[src/rtl/rrwl_pkg.sv]
// ----------------------------------------------------------------------------
// rrwl_pkg
// Types and fixed widths for the recursive reader/writer lock manager.
// ----------------------------------------------------------------------------
package rrwl_pkg;

  localparam int REQ_W       = 4;
  localparam int CMD_W       = 3;
  localparam int STATUS_W    = 2;
  localparam int HOLD_W      = 8;
  localparam int TOTAL_W     = 12;
  localparam int DEPTH_EXT_W = 16;

  localparam logic [TOTAL_W-1:0]     TOTAL_MAX = {TOTAL_W{1'b1}};
  localparam logic [DEPTH_EXT_W-1:0] HOLD_SAT  = DEPTH_EXT_W'({HOLD_W{1'b1}});

  typedef enum logic [CMD_W-1:0] {
    CMD_RD_ACQ = 3'd0,
    CMD_RD_REL = 3'd1,
    CMD_WR_ACQ = 3'd2,
    CMD_WR_REL = 3'd3,
    CMD_QUERY  = 3'd4
  } cmd_t;

  typedef enum logic [STATUS_W-1:0] {
    ST_OK       = 2'd0,
    ST_BUSY     = 2'd1,
    ST_MISUSE   = 2'd2,
    ST_OVERFLOW = 2'd3
  } status_t;

  // State update strobes from the decision logic.
  typedef struct packed {
    logic rd_inc;
    logic rd_dec;
    logic tot_dec;
    logic wr_set;
    logic wr_inc;
    logic wr_dec;
    logic wr_clear;
  } upd_t;

endpackage

[src/rtl/rrwl_decide.sv]
// ----------------------------------------------------------------------------
// rrwl_decide
// Grant/refuse decision for one lock request and the state update strobes.
// ----------------------------------------------------------------------------
module rrwl_decide #(
  parameter int DEPTH_W   = 8,
  parameter int MAX_DEPTH = 255
) (
  input  logic [rrwl_pkg::CMD_W-1:0]   cmd,
  input  logic                         req_ok,
  input  logic [DEPTH_W-1:0]           rd_depth,
  input  logic [rrwl_pkg::TOTAL_W-1:0] total,
  input  logic                         wr_present,
  input  logic                         is_wr,
  input  logic [DEPTH_W-1:0]           wr_depth,
  output rrwl_pkg::status_t            status,
  output rrwl_pkg::upd_t               upd
);
  import rrwl_pkg::*;

  localparam logic [DEPTH_W-1:0] DEPTH_MAX = DEPTH_W'(MAX_DEPTH);
  localparam logic [DEPTH_W-1:0] DEPTH_ONE = DEPTH_W'(1);

  always_comb begin
    status = ST_OK;
    upd    = '0;
    if (!req_ok) begin
      status = ST_MISUSE;
    end else begin
      unique case (cmd_t'(cmd))
        CMD_RD_ACQ: begin
          priority if (wr_present && !is_wr) begin
            status = ST_BUSY;
          end else if (rd_depth >= DEPTH_MAX || total >= TOTAL_MAX) begin
            status = ST_OVERFLOW;
          end else begin
            upd.rd_inc = 1'b1;
          end
        end
        CMD_RD_REL: begin
          if (rd_depth == '0) begin
            status = ST_MISUSE;
          end else begin
            upd.rd_dec  = 1'b1;
            upd.tot_dec = (total != '0);
          end
        end
        CMD_WR_ACQ: begin
          // read holder asking for write is misuse, even for the writer
          priority if (rd_depth != '0) begin
            status = ST_MISUSE;
          end else if (is_wr) begin
            if (wr_depth >= DEPTH_MAX) begin
              status = ST_OVERFLOW;
            end else begin
              upd.wr_inc = 1'b1;
            end
          end else if (total == '0 && !wr_present) begin
            upd.wr_set = 1'b1;
          end else begin
            status = ST_BUSY;
          end
        end
        CMD_WR_REL: begin
          priority if (!is_wr) begin
            status = ST_MISUSE;
          end else if (wr_depth <= DEPTH_ONE) begin
            upd.wr_clear = 1'b1;
          end else begin
            upd.wr_dec = 1'b1;
          end
        end
        CMD_QUERY: begin
          status = ST_OK;
        end
        default: begin
          status = ST_MISUSE;
        end
      endcase
    end
  end

endmodule

[src/rtl/recursive_reader_writer_lock.sv]
// ----------------------------------------------------------------------------
// recursive_reader_writer_lock: one request per cycle while the result is taken;
// a request passes the input register, then the result register.
// Lock state updates in the same cycle the result register loads.
// A stalled result holds the input register; input stalls once both are full and the result is stalled.
// Synchronous active-low reset: all holds cleared, no writer, outputs idle.
// ----------------------------------------------------------------------------
module recursive_reader_writer_lock #(
  parameter int NUM_REQUESTERS = 16,
  parameter int MAX_DEPTH      = 255
) (
  input  logic                          clk,
  input  logic                          rst_n,
  input  logic                          in_valid,
  output logic                          in_ready,
  input  logic [rrwl_pkg::CMD_W-1:0]    in_cmd,
  input  logic [rrwl_pkg::REQ_W-1:0]    in_requester,
  output logic                          out_valid,
  input  logic                          out_ready,
  output logic [rrwl_pkg::STATUS_W-1:0] out_status,
  output logic                          out_holds_read,
  output logic                          out_holds_write,
  output logic [rrwl_pkg::HOLD_W-1:0]   out_hold_depth
);
  import rrwl_pkg::*;

  // only requesters the port can address get storage
  localparam int STORE_N = (NUM_REQUESTERS < (1 << REQ_W)) ? NUM_REQUESTERS : (1 << REQ_W);
  localparam int IDX_W   = $clog2(STORE_N);
  localparam int DEPTH_W = $clog2(MAX_DEPTH + 1);

  // input stage
  logic             s1_valid_r;
  logic [CMD_W-1:0] s1_cmd_r;
  logic [REQ_W-1:0] s1_req_r;

  // result stage
  logic                out_valid_r;
  logic [STATUS_W-1:0] out_status_r;
  logic                out_hr_r;
  logic                out_hw_r;
  logic [HOLD_W-1:0]   out_depth_r;

  // lock state
  logic [DEPTH_W-1:0] rd_depth_r [STORE_N];
  logic [TOTAL_W-1:0] total_r;
  logic               wr_present_r;
  logic [REQ_W-1:0]   wr_owner_r;
  logic [DEPTH_W-1:0] wr_depth_r;

  logic [TOTAL_W-1:0] total_nxt;
  logic               wr_present_nxt;
  logic [REQ_W-1:0]   wr_owner_nxt;
  logic [DEPTH_W-1:0] wr_depth_nxt;
  logic [DEPTH_W-1:0] rd_nxt;

  logic                   advance;
  logic                   fire;
  logic                   req_ok;
  logic [IDX_W-1:0]       idx;
  logic [DEPTH_W-1:0]     rd_cur;
  logic                   is_wr;
  status_t                status;
  upd_t                   upd;
  logic                   hr_new;
  logic                   hw_new;
  logic [DEPTH_EXT_W-1:0] depth_ext;
  logic [HOLD_W-1:0]      hold_new;

  assign advance  = !out_valid_r || out_ready;
  assign in_ready = !s1_valid_r || advance;
  assign fire     = s1_valid_r && advance;

  assign req_ok = (int'(s1_req_r) < NUM_REQUESTERS);
  assign idx    = s1_req_r[IDX_W-1:0];
  assign rd_cur = rd_depth_r[idx];
  assign is_wr  = wr_present_r && (wr_owner_r == s1_req_r);

  rrwl_decide #(
    .DEPTH_W   (DEPTH_W),
    .MAX_DEPTH (MAX_DEPTH)
  ) u_decide (
    .cmd        (s1_cmd_r),
    .req_ok     (req_ok),
    .rd_depth   (rd_cur),
    .total      (total_r),
    .wr_present (wr_present_r),
    .is_wr      (is_wr),
    .wr_depth   (wr_depth_r),
    .status     (status),
    .upd        (upd)
  );

  always_comb begin
    rd_nxt         = rd_cur;
    total_nxt      = total_r;
    wr_present_nxt = wr_present_r;
    wr_owner_nxt   = wr_owner_r;
    wr_depth_nxt   = wr_depth_r;
    if (upd.rd_inc) begin
      rd_nxt    = rd_cur + DEPTH_W'(1);
      total_nxt = total_r + TOTAL_W'(1);
    end
    if (upd.rd_dec) begin
      rd_nxt = rd_cur - DEPTH_W'(1);
    end
    if (upd.tot_dec) begin
      total_nxt = total_r - TOTAL_W'(1);
    end
    if (upd.wr_set) begin
      wr_present_nxt = 1'b1;
      wr_owner_nxt   = s1_req_r;
      wr_depth_nxt   = DEPTH_W'(1);
    end
    if (upd.wr_inc) begin
      wr_depth_nxt = wr_depth_r + DEPTH_W'(1);
    end
    if (upd.wr_dec) begin
      wr_depth_nxt = wr_depth_r - DEPTH_W'(1);
    end
    if (upd.wr_clear) begin
      wr_present_nxt = 1'b0;
      wr_owner_nxt   = '0;
      wr_depth_nxt   = '0;
    end
  end

  // hold report reflects the state after this request
  always_comb begin
    hw_new    = wr_present_nxt && (wr_owner_nxt == s1_req_r);
    hr_new    = (rd_nxt != '0);
    depth_ext = hw_new ? DEPTH_EXT_W'(wr_depth_nxt) : DEPTH_EXT_W'(rd_nxt);
    hold_new  = (depth_ext > HOLD_SAT) ? HOLD_W'(HOLD_SAT) : depth_ext[HOLD_W-1:0];
    if (!req_ok) begin
      hw_new   = 1'b0;
      hr_new   = 1'b0;
      hold_new = '0;
    end
  end

  always_ff @(posedge clk) begin
    if (!rst_n) begin
      s1_valid_r   <= 1'b0;
      out_valid_r  <= 1'b0;
      total_r      <= '0;
      wr_present_r <= 1'b0;
      wr_owner_r   <= '0;
      wr_depth_r   <= '0;
      for (int i = 0; i < STORE_N; i++) begin
        rd_depth_r[i] <= '0;
      end
    end else begin
      if (in_ready) begin
        s1_valid_r <= in_valid;
      end
      if (advance) begin
        out_valid_r <= s1_valid_r;
      end
      if (fire) begin
        rd_depth_r[idx] <= rd_nxt;
        total_r         <= total_nxt;
        wr_present_r    <= wr_present_nxt;
        wr_owner_r      <= wr_owner_nxt;
        wr_depth_r      <= wr_depth_nxt;
      end
    end
  end

  always_ff @(posedge clk) begin
    if (in_valid && in_ready) begin
      s1_cmd_r <= in_cmd;
      s1_req_r <= in_requester;
    end
    if (fire) begin
      out_status_r <= status;
      out_hr_r     <= hr_new;
      out_hw_r     <= hw_new;
      out_depth_r  <= hold_new;
    end
  end

  assign out_valid       = out_valid_r;
  assign out_status      = out_status_r;
  assign out_holds_read  = out_hr_r;
  assign out_holds_write = out_hw_r;
  assign out_hold_depth  = out_depth_r;

endmodule

[config.mk]
export PLATFORM = sky130hd
export DESIGN_NAME = recursive_reader_writer_lock
export DESIGN_NICKNAME = d
export VERILOG_FILES = /design/src/rtl/rrwl_pkg.sv /design/src/rtl/rrwl_decide.sv /design/src/rtl/recursive_reader_writer_lock.sv
export SDC_FILE = /design/constraint.sdc
export NUM_CORES = 1
export LEC_CHECK = 0
export BUFFER_PORTS_ARGS = -buffer_cell sky130_fd_sc_hd__buf_2
export CAP_MARGIN = 20
export CORE_UTILIZATION = 50
export CTS_BUF_LIST = sky130_fd_sc_hd__clkbuf_4 sky130_fd_sc_hd__clkbuf_8 sky130_fd_sc_hd__clkbuf_16
export CTS_CLUSTER_SIZE = 12
export DETAILED_ROUTE_END_ITERATION = 8
export PLACE_DENSITY = 0.66
export SYNTH_ARGS = -nofsm -noshare
export SYNTH_HDL_FRONTEND = slang
export SYNTH_SLANG_ARGS = --single-unit
[constraint.sdc]
create_clock -name clk -period 12.2 [get_ports clk]
set_input_delay 1.83 -clock clk [delete_from_list [all_inputs] [get_ports clk]]
set_output_delay 1.83 -clock clk [all_outputs]
set_load 0.03 [all_outputs]
# After elaboration in Yosys (flattened, before gate mapping)
# Memories as Yosys holds them, arrays and structs flattened. A register that Yosys moved wholly into a read port is not among the register bits.
# Index checks and enable logic that the tools add are counted.
[classes]
reduce_logical = 22
addsub = 6
muxes = 45
eq_ne = 6
order_cmp = 5
[op_table]
columns = ["operator", "count"]
rows = [
  ["$mux W8", 8],
  ["$mux W2", 13],
  ["$mux W12", 2],
  ["$mux W1", 17],
  ["$add A8 B1 Y8 const B", 2],
  ["$ge A8 B8 Y1 const B", 2],
  ["$mux W4", 4],
  ["$reduce_bool A8 Y1", 2],
  ["$sub A8 B1 Y8 const B", 2],
  ["$add A12 B1 Y12 const B", 1],
  ["$ge A12 B12 Y1 const B", 1],
  ["$logic_not A12 Y1", 1],
  ["$reduce_bool A12 Y1", 1],
  ["$sub A12 B1 Y12 const B", 1],
  ["$pmux W2 S5", 1],
  ["$eq A4 B4 Y1", 2],
  ["$gt A8 B8 Y1 const B", 1],
  ["$le A8 B1 Y1 const B", 1],
  ["$logic_not A8 Y1", 1],
  ["$reduce_or A8 Y1", 1],
  ["$eq A3 B2 Y1 const B", 2],
  ["$logic_and A1 B1 Y1", 6],
  ["$logic_not A1 Y1", 4],
  ["$eq A3 B1 Y1 const B", 1],
  ["5 further kinds", 7],
]
[word_totals]
ram_bits = 128
output_inout_bits = 14
wordCells = 97
n_memories = 1
regBits = 46
inputBits = 11
[mem_list]
columns = ["memory", "words", "width", "rd", "rd_ports_with_merged_regs", "wr", "line", "rtl"]
rows = [
  ["rd_depth_r", 16, 8, 1, 1, 16, "recursive_reader_writer_lock.sv:45", "logic [DEPTH_W-1:0] rd_depth_r [STORE_N];"],
]

# Depth between registers and ports, before layout
# Gate-level depths: netlist (run 1).
[logic_depth]
depth_word = 12
mapped_depth = 23
ltp_nobuf = 20

# Cells and area by module
# A second synthesis (run 1) with hierarchy kept.
[unflattened]
hier_cells = 757
area_unflattened_um2 = 8916.1
[modules_own_cells]
columns = ["module", "n_inst", "area_each_um2", "cells_per_inst", "seq_area_each_um2"]
rows = [
  ["recursive_reader_writer_lock", 1, 8579.5, 706, 5034.8],
  ["rrwl_decide", 1, 336.6, 51, 0.0],
]

# Worst setup path after synthesis (run 1)
# OpenSTA, ideal clock, no wires.
[synth_path]
kind = "register to register"
startpoint = "reg (tool-made name)"
endpoint = "reg total_r[11]"
setup_ns = 0.071
path_stages_with_launch = 24
path_slack_ns = 7.461
synth_period_minus_slack_ns = 4.739
path_buffers = 3
arrival_ns = 4.669
required_time_ns = 12.129
path_cell_list = "dfxtp_1 -> buf_6 -> buf_6 -> mux4_2 -> a22oi_1 -> and3_1 -> buf_2 -> ha_1 -> inv_1 -> o22ai_1 -> and4_1 -> a21oi_2 -> nand2_1 -> inv_1 -> ha_1 -> a21o_1 -> a21oi_1 -> o21a_1 -> o21ai_0 -> a41oi_1 -> a21oi_1 -> xnor2_1 -> or3_1 -> a21oi_1"
[synth_rtl]
columns = ["item", "line", "rtl"]
rows = [
  ["end signal: assignment", "recursive_reader_writer_lock.sv:161", "total_r <= total_nxt;"],
  ["end: declaration", "recursive_reader_writer_lock.sv:46", "logic [TOTAL_W-1:0] total_r;"],
]

==> metrics.cfg, run 1 <==
[floorplanning]
num_rows=48
die-width_um=136
dieArea_sq_um=18600
io_pins=25
die_h_um=136
core-area_sq_um=17500
initial_utilization=0.516

[timing]
fin_ws_ps=6730
max_slew_margin=0.373
setup_violations=0
tightest_slew_ps=939
rsz0062_at_grt=no
drv_slew=0
period_minus_slack_ps=5470
fin_setup_tns_ps=0
hold_violations=0
fin_worst_skew_ps=10.5
fin_crit_sh=0.448
fmax_ghz=0.183

[finish]
final_cell_area_sq_um=9890
syn2layout_area_growth_pct=9.54
diodes=0
layout-drive-gt1-share=0.165
final_nets=795
final_util=0.566

[synth]
synthesis.area_sq_um=9030
synth_top_cells_by_area=edfxtp_1 49%, mux4_2 7.7%, nor2_1 7.1%, dfxtp_1 6.9%, nand2_1 2.5%
syn_nets=782
ys_seq_area_frac=0.558
ys_ff_latch=178
synth_top_area_frac=0.489
yosysUniqueCellTypes=79
yosys_warnings=0
async_reset_ff_frac=0
ys.flop_type=edfxtp_1
yosys.area.top_type=edfxtp_1
synth-edff-count=147
post_synth.cell_area_avg_sq_um=12.0
synth_common_cells=171 x nor2_1, 147 x edfxtp_1, 61 x nand2_1
synth.most_common_cell=nor2_1
synth_cells=755

[clock_network]
postCtsSetupBuffers=0
cts_htree_levels=4
path_clk_slew_ps=70
clock_sinks=178
clockBufferDepth=2
cts_resized=0
insertion_delay_ps=440
cts_tree=built
cts_hold_buf=0
cts-buffers-inserted=17
cts_root_buf=clkbuf_16

[routing]
vias=6135
drc=0
detail-route-antenna-nets=0
routed_wl_mm=20.9
detail_route.wl_per_cell_um=20.8
vias_per_cell=6.10
dr.pass1.iters=5
initialDrtViolationCount=600

[worst_setup_path]
crit_type=reg2reg
path_common_cell=a21oi_1
critPathBufInv=3
slowest_delay_ps=540
critPathLaunchType=register
r2r-end=total_r[11]
critPathTopFamily=compound AO/OA/AOI/OAI gates
crit_required_ps=12560
worst-path-stages=21
path_cells=buf_12 -> mux4_2 -> a22oi_1 -> and3_1 -> ha_1 -> inv_1 -> o22ai_1 -> and4_1 -> a21oi_2 -> nand2_1 -> inv_1 -> ha_1 -> a21o_1 -> a21oi_1 -> o21a_1 -> o21ai_0 -> a41oi_1 -> a21oi_1 -> xnor2_1 -> or3_1 -> a21oi_1
worstSetupEndpointType=register
cp.arrival_ps=5830
cp_max_fo=23
rr_worst_depth=21
slowest_stage=dfxtp_2
reg2reg_slack_ps=6730

[pwr]
power_density_nw_per_um2=143
ir_drop_v=0.000107
p_leak_nw=3.59

[placed_design]
gp_congestion=0.836
dp_slack_ps=6380
dpl_cell_area_sq_um=9280
numPortBuffers=24
hpwl_mm=14.4

[run]
maxCapViolCount=0

[outcome]
run_status=complete, no violations

[global_routing]
grt_overflow_total=0
grt_pass1_vias=5956
grtUsageTotal=0.238
grt_max_degree=32
antenna_found_initial=0
grt_pass1_wl_mm=32.5

[hold_path]
hold_depth=2
hold_end=total_r[10]
hp-start=total_r[10]
holdCritPathClass=reg2reg

final cells by class:
cell class	count	area, sq um
Clock buffer	21	455
Clock inverter	11	103
Fill cell	1436	7590
Inverter	18	67.6
Multi-Input combinational cell	519	3720
Sequential cell	178	5040
Tap cell	225	282
Timing Repair Buffer	34	219
power by group:
part           total (W)  switching, W  internal (W)  leakage, nW
registers       0.000697     0.0000158      0.000681         1.75
logic           0.000197      0.000130     0.0000668         1.57
clock network   0.000523      0.000231      0.000291        0.271
total            0.00142      0.000378       0.00104         3.59
stage by stage:
stage | hold slack, ps | cells | total power, W
after floorplan | 461 | 755 | 0.000845
after global placement | 491 | 970 | 0.000896
after detailed placement | 493 | 971 | 0.000901
after CTS | 503 | 1003 | 0.00142
after global routing | 533 | 1006 | 0.00146
final | 502 | 1006 | 0.00142
cell usage in the layout (no fill, tap or decap), drive strengths merged, types with 21 or more instances in the layout:
| cell type | n |
|---|---|
| inv | 22 |
| nand2 | 61 |
| a21oi | 24 |
| clkbuf | 21 |
| nor2 | 172 |
| edfxtp | 147 |
| buf | 34 |
| mux4 | 33 |
| dfxtp | 31 |
tightest hold or removal path: stages (launching register included):
cell	delay [ps]
dfxtp_1	340
nand2_1	70
a21oi_1	50
worst max path at each step:
| stage | from | to | slack (ps) |
|---|---|---|---|
| 4_1_cts | register | total_r[11] | 6350 |
| 6_report | register | total_r[11] | 6730 |
| 2_1_floorplan | register | total_r[11] | 7460 |
| 3_5_place_dp | register | total_r[11] | 6380 |
| 3_3_place_gp | register | total_r[11] | 6550 |
| 5_1_grt | register | total_r[11] | 6290 |
cells by family after synthesis:
kind of cell	synth area share
muxes	0.110
and+or+nand+nor	0.167
adders and majority gates	0.0230
xor gates and xnor gates	0.0230
buffers and inverters	0.0295
AOI/OAI and AO/OA	0.0900
DFF	0.558
metal layers:
metal | wire, um | vias to the layer above | GRT usage
met2 | 9910 | 207 | 0.375
li1 | - | 2825 | -
met1 | 9210 | 3065 | 0.324
met5 | 0 | - | 0
met4 | 536 | 0 | 0.102
met3 | 1250 | 38 | 0.0418
state kept, by name (all words and copies together), names as in the netlist, 2 cells and up, named ones only:
name / flops
idx: 4
out_hold_depth: 8
out_status: 2
rd_depth_r: 128
s1_cmd_r: 3
total_r: 12
wr_depth_r: 8
wr_owner_r: 4
No activity file was read; power rests on OpenSTA's default activity.
==> run 2: changes to the inputs <==
clock period = 5.4 ns   (was 12.2 ns; I/O delays follow)
==> run 2 against run 1 <==
  * Maximum frequency up 9.3%
  * Hold slack worse by 5.9 ps
  * Flip-flop and latch count unchanged
  * Cell count up 0.99%
  * Via count down 0.37%
  * Worst setup slack worse by 6300 ps
  * Critical path depth down 1
  * Die area unchanged
  * Utilization up 0.42 points
  * Design area up 0.73%
  * Global-route usage about the same
  * Sequential share of layout area down 0.35 points
  * Critical endpoint unchanged
==> metrics.cfg, run 2 (same netlist as run 1, synthesis figures left out) <==
[outcome]
run_status=complete, no violations

[finish]
final_nets=807
reg_top3=rd_depth_r x128, total_r x12
largest_reg_flops=128
largest_register=rd_depth_r
final_cell_mix=171 x nor2_1, 147 x edfxtp_1, 61 x nand2_1
diodes=0
syn2layout_area_growth_pct=10.3
layout-drive-gt1-share=0.180
mostFrequentLayoutCell=nor2_1

[global_routing]
antenna_found_initial=0
grt_overflow_total=0
grt_pass1_vias=5856
grt_max_degree=26
grtUsageTotal=0.238
grt_pass1_wl_mm=32.4

[pwr]
power_density_nw_per_um2=322
ir_drop_v=0.000230
p_leak_nw=3.65

[placed_design]
numPortBuffers=24
gp_congestion=0.915
dp_slack_ps=385
hpwl_mm=14.6

[timing]
fin_crit_sh=0.926
rsz0062_at_grt=no
fin_ws_ps=397
fin_worst_skew_ps=10.1
period_minus_slack_ps=5000
hold_violations=0
max_slew_margin=0.274
fin_setup_tns_ps=0
setup_violations=0
drv_slew=0
tightest_slew_ps=1080
fmax_ghz=0.200

[clock_network]
cts_root_buf=clkbuf_16
clock_sinks=178
cts_tree=built
path_clk_slew_ps=70
cts-buffers-inserted=17
insertion_delay_ps=430
cts_htree_levels=4
clockBufferDepth=2

[worst_setup_path]
crit_required_ps=5750
worstSetupEndpointType=register
reg2reg_slack_ps=400
cp.arrival_ps=5360
critPathLaunchType=register
rr_worst_depth=20
cp_max_fo=14
crit_type=reg2reg

[floorplanning]
initial_utilization=0.516
num_rows=48
core-area_sq_um=17500
die-width_um=136
dieArea_sq_um=18600
die_h_um=136
io_pins=25

[routing]
vias=6112
detail-route-antenna-nets=0
drc=0
vias_per_cell=6.02
dr.pass1.iters=5
initialDrtViolationCount=612
detail_route.wl_per_cell_um=20.4
routed_wl_mm=20.7

[hold_path]
holdCritPathClass=reg2reg
hold_depth=2

[run]
maxCapViolCount=0

run 2: changes by cell type in the layout (fill, tap and decap cells not counted), sizes merged:
| cell | change |
|---|---|
| clkbuf | -3 |
| inv | +1 |
| buf | +12 |
| clkinv | +1 |
| clkinvlp | -1 |
run 2: per-layer routing:
layer | track usage | wire length (um) | vias up
met5 | 0 | 0 | -
met4 | 0.0815 | 346 | 0
met3 | 0.0492 | 1330 | 23
met2 | 0.369 | 9850 | 239
met1 | 0.332 | 9200 | 2993
li1 | - | - | 2857
run 2: layout make-up:
cell class              count  area (sq um)
multi-input cells         519          3720
clock buffers              18           433
fillers                  1426          7520
clock inverters            12           125
repair buffers             46           289
well taps                 225           282
inverters                  18          67.6
flip-flops and latches    178          5040
run 2: where the power goes:
part,switching [W],internal (W)
Combinational,0.000292,0.000153
Clock,0.000541,0.000647
Sequential,0.0000349,0.00154
Total,0.000868,0.00234
run 2: what timing repair did:
action	4_1_cts	5_1_grt
gates resized for setup	0	1
endpoints found under the setup margin	0	1
endpoints found under the hold margin	0	0
hold buffers	0	0
buffers inserted	0	0
run 2: worst paths after layout:
check / end / startpoint
setup reg to reg: total_r[11] / register
hold / removal: total_r[10] / total_r[10]
setup / recovery: total_r[11] / register
hold reg to reg: total_r[10] / total_r[10]
run 2: per-stage QoR:
step                instance area [sq um]  hold slack, ps   util  total power [W]  std cells
floorplan                            9030             461      -          0.00191        755
global placement                     9380             488  0.537          0.00204        984
detailed placement                   9390             487  0.537          0.00204        985
global route                         9960             531  0.570          0.00330       1016
finish                               9960             496  0.570          0.00321       1016
CTS                                  9950             498  0.569          0.00321       1015
run 2: critical path, cell delays in order (launching register included):
cell	delay, ps
dfxtp_1	650
mux4_2	380
a22oi_1	180
and3_1	330
ha_1	270
inv_1	50
o22ai_1	280
and4_1	340
a21oi_2	150
nand2_1	160
inv_1	140
ha_1	300
a21o_1	180
a21oi_1	220
o21a_1	160
o21ai_0	120
a41oi_1	300
a21oi_1	120
xnor2_1	140
or3_1	310
a21oi_1	140
